--- src/rtl/sco_pkg.sv ---
// shared constants and queue entry type for the sprite cell compositor
package sco_pkg;

    localparam int GLYPH_ROWS = 8;
    localparam int GLYPH_COLS = 5;
    localparam int GLYPH_BITS = GLYPH_ROWS * GLYPH_COLS;
    localparam int PITCH_X    = 6;
    localparam int PITCH_Y    = 9;
    localparam int ROW_BITS   = 2;
    localparam int COL_BITS   = 5;

    // one classified request: flags plus the pixels it contributes to the cell
    typedef struct packed {
        logic                  first;
        logic                  last;
        logic [GLYPH_BITS-1:0] mask;
    } entry_t;

endpackage

--- src/rtl/sco_front.sv ---
// front end: places the sprite relative to the target cell and builds its pixel mask
module sco_front #(
    parameter int MAX_CELL_COLS = 32
) (
    input  logic                              first,
    input  logic                              last,
    input  logic [sco_pkg::ROW_BITS-1:0]      cell_row,
    input  logic [sco_pkg::COL_BITS-1:0]      cell_col,
    input  logic signed [8:0]                 pos_x,
    input  logic signed [7:0]                 pos_y,
    input  logic [sco_pkg::GLYPH_BITS-1:0]    sprite_bits,
    output sco_pkg::entry_t                   entry
);
    import sco_pkg::*;

    logic [7:0]        col_org;
    logic [4:0]        row_org;
    logic signed [9:0] dx;
    logic signed [8:0] dy;
    logic              col_ok;
    logic              near;
    logic signed [3:0] dx_s;
    logic signed [3:0] dy_s;
    logic [GLYPH_BITS-1:0] mask;

    // pixel origin of the target cell
    assign col_org = 8'(cell_col) * 8'(PITCH_X);
    assign row_org = 5'(cell_row) * 5'(PITCH_Y);

    // sprite offset from the cell origin
    assign dx = $signed({pos_x[8], pos_x}) - $signed({2'b00, col_org});
    assign dy = $signed({pos_y[7], pos_y}) - $signed({4'b0000, row_org});

    assign col_ok = (int'(cell_col) < MAX_CELL_COLS);
    assign near   = (dx >= -10'sd4) && (dx <= 10'sd4) && (dy >= -9'sd7) && (dy <= 9'sd7);
    assign dx_s   = dx[3:0];
    assign dy_s   = dy[3:0];

    // each glyph pixel picks the sprite pixel that covers it, if any
    always_comb
    begin
        int ii;
        int jj;
        mask = '0;
        for (int gr = 0; gr < GLYPH_ROWS; gr++)
        begin
            for (int gc = 0; gc < GLYPH_COLS; gc++)
            begin
                ii = gr - int'(dy_s);
                jj = gc - int'(dx_s);
                if (ii >= 0 && ii < GLYPH_ROWS && jj >= 0 && jj < GLYPH_COLS)
                begin
                    mask[gr*GLYPH_COLS + GLYPH_COLS-1 - gc] =
                        sprite_bits[ii*GLYPH_COLS + GLYPH_COLS-1 - jj];
                end
            end
        end
    end

    assign entry.first = first;
    assign entry.last  = last;
    assign entry.mask  = (col_ok && near) ? mask : '0;

endmodule

--- src/rtl/sco_fifo.sv ---
// two-entry queue between the front and back ends
module sco_fifo (
    input  logic            clk,
    input  logic            rst_n,
    input  logic            push,
    input  sco_pkg::entry_t push_data,
    output logic            full,
    input  logic            pop,
    output logic            not_empty,
    output sco_pkg::entry_t pop_data
);
    import sco_pkg::*;

    entry_t     mem_reg [2];
    logic       wr_ptr_reg;
    logic       wr_ptr_next;
    logic       rd_ptr_reg;
    logic       rd_ptr_next;
    logic [1:0] count_reg;
    logic [1:0] count_next;

    assign full      = (count_reg == 2'd2);
    assign not_empty = (count_reg != 2'd0);
    assign pop_data  = mem_reg[rd_ptr_reg];

    // pointer and count update
    always_comb
    begin
        wr_ptr_next = push ? ~wr_ptr_reg : wr_ptr_reg;
        rd_ptr_next = pop ? ~rd_ptr_reg : rd_ptr_reg;
        count_next  = count_reg + 2'(push) - 2'(pop);
    end

    always_ff @(posedge clk or negedge rst_n)
    begin
        if (!rst_n)
        begin
            wr_ptr_reg <= 1'b0;
            rd_ptr_reg <= 1'b0;
            count_reg  <= 2'd0;
        end
        else
        begin
            wr_ptr_reg <= wr_ptr_next;
            rd_ptr_reg <= rd_ptr_next;
            count_reg  <= count_next;
        end
    end

    // entry storage
    always_ff @(posedge clk)
    begin
        if (push)
        begin
            mem_reg[wr_ptr_reg] <= push_data;
        end
    end

endmodule

--- src/rtl/sco_back.sv ---
// back end: accumulates masks into the cell store and emits the glyph
module sco_back (
    input  logic                           clk,
    input  logic                           rst_n,
    input  logic                           entry_valid,
    input  sco_pkg::entry_t                entry,
    output logic                           entry_pop,
    output logic                           out_valid,
    input  logic                           out_ready,
    output logic [sco_pkg::GLYPH_BITS-1:0] cell_bits,
    output logic                           cell_empty
);
    import sco_pkg::*;

    logic [GLYPH_BITS-1:0] store_reg;
    logic [GLYPH_BITS-1:0] store_next;
    logic                  out_valid_reg;
    logic                  out_valid_next;
    logic [GLYPH_BITS-1:0] bits_reg;
    logic                  empty_reg;
    logic                  out_free;
    logic                  emit;

    // a last request needs the output register free or draining
    assign out_free  = !out_valid_reg || out_ready;
    assign entry_pop = entry_valid && (!entry.last || out_free);
    assign emit      = entry_pop && entry.last;

    assign store_next     = (entry.first ? '0 : store_reg) | entry.mask;
    assign out_valid_next = emit || (out_valid_reg && !out_ready);

    always_ff @(posedge clk or negedge rst_n)
    begin
        if (!rst_n)
        begin
            store_reg     <= '0;
            out_valid_reg <= 1'b0;
        end
        else
        begin
            if (entry_pop)
            begin
                store_reg <= store_next;
            end
            out_valid_reg <= out_valid_next;
        end
    end

    // result payload
    always_ff @(posedge clk)
    begin
        if (emit)
        begin
            bits_reg  <= store_next;
            empty_reg <= (store_next == '0);
        end
    end

    assign out_valid  = out_valid_reg;
    assign cell_bits  = bits_reg;
    assign cell_empty = empty_reg;

endmodule

--- src/rtl/sprite_cell_compositor.sv ---
// top level of the sprite cell compositor
// an accepted request is queued, and a last one then loads the output register
// throughput: one request per cycle unless the queue is full; the two-entry queue
//   and output register let input flow while a finished glyph waits to be taken
// reset: the cell store clears to zero and the queue and output empty at once
module sprite_cell_compositor #(
    parameter int MAX_CELL_COLS = 32
) (
    input  logic                           clk,
    input  logic                           rst_n,
    input  logic                           in_valid,
    output logic                           in_ready,
    input  logic                           first,
    input  logic                           last,
    input  logic [sco_pkg::ROW_BITS-1:0]   cell_row,
    input  logic [sco_pkg::COL_BITS-1:0]   cell_col,
    input  logic signed [8:0]              pos_x,
    input  logic signed [7:0]              pos_y,
    input  logic [sco_pkg::GLYPH_BITS-1:0] sprite_bits,
    output logic                           out_valid,
    input  logic                           out_ready,
    output logic [sco_pkg::GLYPH_BITS-1:0] cell_bits,
    output logic                           cell_empty
);
    import sco_pkg::*;

    entry_t front_entry;
    entry_t queue_entry;
    logic   queue_full;
    logic   queue_valid;
    logic   queue_pop;

    // classify the request
    sco_front #(
        .MAX_CELL_COLS (MAX_CELL_COLS)
    ) u_front (
        .first       (first),
        .last        (last),
        .cell_row    (cell_row),
        .cell_col    (cell_col),
        .pos_x       (pos_x),
        .pos_y       (pos_y),
        .sprite_bits (sprite_bits),
        .entry       (front_entry)
    );

    assign in_ready = !queue_full;

    // decouple front and back
    sco_fifo u_fifo (
        .clk       (clk),
        .rst_n     (rst_n),
        .push      (in_valid && in_ready),
        .push_data (front_entry),
        .full      (queue_full),
        .pop       (queue_pop),
        .not_empty (queue_valid),
        .pop_data  (queue_entry)
    );

    // accumulate and emit
    sco_back u_back (
        .clk         (clk),
        .rst_n       (rst_n),
        .entry_valid (queue_valid),
        .entry       (queue_entry),
        .entry_pop   (queue_pop),
        .out_valid   (out_valid),
        .out_ready   (out_ready),
        .cell_bits   (cell_bits),
        .cell_empty  (cell_empty)
    );

endmodule

--- config.mk ---
export PLATFORM = sky130hd
export DESIGN_NAME = sprite_cell_compositor
export DESIGN_NICKNAME = d
export VERILOG_FILES = /design/src/rtl/sco_pkg.sv /design/src/rtl/sco_front.sv /design/src/rtl/sco_fifo.sv /design/src/rtl/sco_back.sv /design/src/rtl/sprite_cell_compositor.sv
export SDC_FILE = /design/constraint.sdc
export NUM_CORES = 1
export LEC_CHECK = 0
export BUFFER_PORTS_ARGS = -buffer_cell sky130_fd_sc_hd__buf_2
export CORE_AREA = 8 8 179 249
export CTS_CLUSTER_DIAMETER = 50
export CTS_CLUSTER_SIZE = 40
export DETAILED_ROUTE_END_ITERATION = 10
export DIE_AREA = 0 0 187 257
export GPL_ROUTABILITY_DRIVEN = 0
export HOLD_SLACK_MARGIN = 0.12
export PLACE_DENSITY = 0.7
export SLEW_MARGIN = 15
export SYNTH_ARGS = -nofsm -noshare
export SYNTH_HDL_FRONTEND = slang
export SYNTH_HIERARCHICAL = 1
export SYNTH_SLANG_ARGS = --single-unit
--- constraint.sdc ---
create_clock -name clk -period 7.1 [get_ports clk]
set_clock_uncertainty 0.15 [all_clocks]
set_input_delay 0.71 -clock clk [delete_from_list [all_inputs] [get_ports clk]]
set_output_delay 0.71 -clock clk [all_outputs]
set_load 0.05 [all_outputs]
==> impl_metrics.tcl <==
set metrics [dict create \
    wl_per_cell_um 26.8 \
    register_area_um2 4880 \
    syn_avg_cell_area_um2 10.2 \
    grt_pass1_vias 19300 \
    setup_viol 0 \
    clock-root-buffer "clkbuf_16" \
    die_y_um 257 \
    multi_input_area_um2 16600 \
    yosys.area.top_type "edfxtp_1" \
    stdcell_count 2834 \
    ys_async_sr_fraction_pct 26.5 \
    fp.dieW_um 187 \
    core_um2 40800 \
    synthCells 2163 \
    crit_buf_inv 4 \
    ios 113 \
    num_rows 88 \
    gr-usage-all-layers_pct 30.8 \
    cts_resized 0 \
    yosys.area.top_type_share_pct 17.0 \
    crit_slowest_cell "xor2_1" \
    wirelength_mm 75.8 \
    nFillCells 3450 \
    crit_path_end_kind "flip-flop" \
    cp-start-kind "input pin" \
    cp_cell_sequence "buf_2 -> inv_1 -> ha_1 -> or2_1 -> or3_1 -> and2_1 -> inv_1 -> ha_1 -> a21oi_1 -> xnor2_1 -> inv_1 -> ha_1 -> fa_1 -> xor2_1 -> ha_1 -> xnor2_1 -> mux4_2 -> o21bai_1 -> a211oi_1" \
    antenna_cells 0 \
    dr.pass1.iters 5 \
    maxCapViolCount 0 \
    hold_buffers 0 \
    cts_sinks 170 \
    cts_tree "built" \
    syn_to_final_growth_pct 9.20 \
    tightest_slew_ns 1.23 \
    grt_overflow_total 0 \
    htree_levels 4 \
    placed_area_um2 23500 \
    ys.flop_type "edfxtp_1" \
    period_minus_slack_ns 6.23 \
    cts_buffer_depth 2 \
    grt_max_degree 46 \
    max_slew_margin_pct 15.7 \
    worstPathArrival_ns 6.29 \
    drtIter0Drc 1979 \
    rsz0062_at_grt "false" \
    num_vias 19200 \
    ys_types 88 \
    cts_inserted_buffers 17 \
    clk-insertion-delay-late_ns 0.43 \
    vias_per_cell 6.79 \
    synthesis.nets 2480 \
    post-route-drc-count 0 \
    status "completed" \
    yosysWarnings 6 \
    initial_core_util_pct 54.2 \
    die_area_um2 48100 \
    crit_path_max_incr_delay_ns 0.70 \
    crit_fanout 7 \
    io_buffers 112 \
    drive_above_1_share_pct 22.1 \
    ys_top_cells_by_area "edfxtp_1 17%, ha_1 13%, mux4_2 9.6%, xnor2_1 7.3%, mux2_2 5.5%" \
    setup_tns_ns 0 \
    grt_pass1_wl_mm 114 \
    synth_area_um2 22100 \
    post_cts_buffers 0 \
    finalHoldViolations 0 \
    final-max-slew-violation-count 0 \
    ys_seq_elements 170 \
    crit_type "in -> reg" \
    post-route-cell-area_um2 24200 \
    yosysSeqAreaShare_pct 22.0 \
    cp_top_family "adder cells" \
    required_ns 7.15 \
    dp_hpwl_mm 57.5 \
    hold_path.class "in -> async" \
    cts.clk_slew.worst_paths_ns 0.06 \
    finalCritPeriodShare_pct 87.8 \
    nets 2598 \
    path_common_cell "ha_1" \
    final_antenna_net_count 0 \
    largest_reg_flops 84 \
    fmax_ghz 0.160 \
    antenna_found_initial 0 \
    placed_cells_incl_taps 2802 \
    synth_edf_count 125 \
]
-- synthesized netlist by cell type (16+ instances only) --
| library cell | count |
|---|---|
| ha_1 | 224 |
| xnor2_1 | 185 |
| a21oi_1 | 155 |
| nor2_1 | 149 |
| edfxtp_1 | 125 |
| mux2i_1 | 117 |
| mux2_2 | 108 |
| nand2_1 | 98 |
| mux4_2 | 94 |
| a21o_1 | 89 |
| inv_1 | 84 |
| o21ai_0 | 78 |
| xor2_1 | 58 |
| clkbuf_1 | 51 |
| mux2_4 | 48 |
| dfrtp_1 | 45 |
| a211oi_1 | 28 |
| o21a_1 | 28 |
| nand2b_1 | 25 |
| fa_1 | 23 |
| nor3_1 | 23 |
| nor4_1 | 22 |
| or3_1 | 19 |
| nor2b_1 | 17 |
| a2111oi_0 | 16 |
-- kinds of logic (layout without fill, tap and decap cells) --
kind of cell / after synthesis / after routing / synth area share, %
buf+inv: 165 / 296 / 3.31
flops: 170 / 170 / 22.0
compound gates: 516 / 516 / 15.5
xor+xnor: 255 / 255 / 10.8
simple gates: 442 / 442 / 9.91
mux: 368 / 368 / 23.7
fa+ha+maj: 247 / 247 / 14.7
-- worst paths after layout --
kind	startpoint	to	slack [ns]	cells after the start
min in group clk	first	u_fifo/mem_reg[1][41]$_DFFE_PP_	0.32	1
max reg2reg	u_fifo/rd_ptr_reg$_DFFE_PN0P_	u_back/cell_empty$_DFFE_PP_	4.26	7
min reg2reg	u_back/store_reg[0]$_DFFE_PN0N_	u_back/store_reg[0]$_DFFE_PN0N_	0.35	2
max in group asynchronous	rst_n	u_fifo/rd_ptr_reg$_DFFE_PN0P_	6.24	1
max	cell_row[1]	u_fifo/mem_reg[1][27]$_DFFE_PP_	0.87	19
min	rst_n	u_back/out_valid$_DFF_PN0_	0.13	1
-- final cells by class --
cell class                      instances  share of cell area [%]
Clock buffer                           20                    1.89
Clock inverter                         12                   0.906
Inverter                               89                    1.38
Multi-Input combinational cell       1828                    68.5
Sequential cell                       170                    20.2
Tap cell                              540                    2.79
Timing Repair Buffer                  175                    4.34
-- through the flow --
stage,utilization (%),worst slack (ns),hold WS [ns]
floorplan,-,1.04,0.264
global placement,57.5,0.542,0.315
detailed placement,57.5,0.521,0.335
CTS,59.2,0.980,0.304
global route,59.2,0.628,0.166
finish,59.2,0.869,0.128
-- layer usage --
metal,wire length (µm),global-route usage (%),share of wire (%)
met5,0,0,0
met4,7130,24.1,9.4
met3,7060,6.75,9.3
met2,35400,51.6,47
met1,26200,33.7,35
-- cell usage in the layout, fill, tap and decap left out, drive strengths merged, types with 62 or more instances in the layout --
cell type and count:
ha 224, xnor2 189, buf 175, a21oi 157, mux2 156, nor2 149
edfxtp 125, mux2i 118, nand2 99, mux4 94, a21o 89, inv 86
o21ai 79, xor2 62
Power is not shown: default switching activity piles up to over one toggle a cycle in this logic, so the estimate is an artifact.
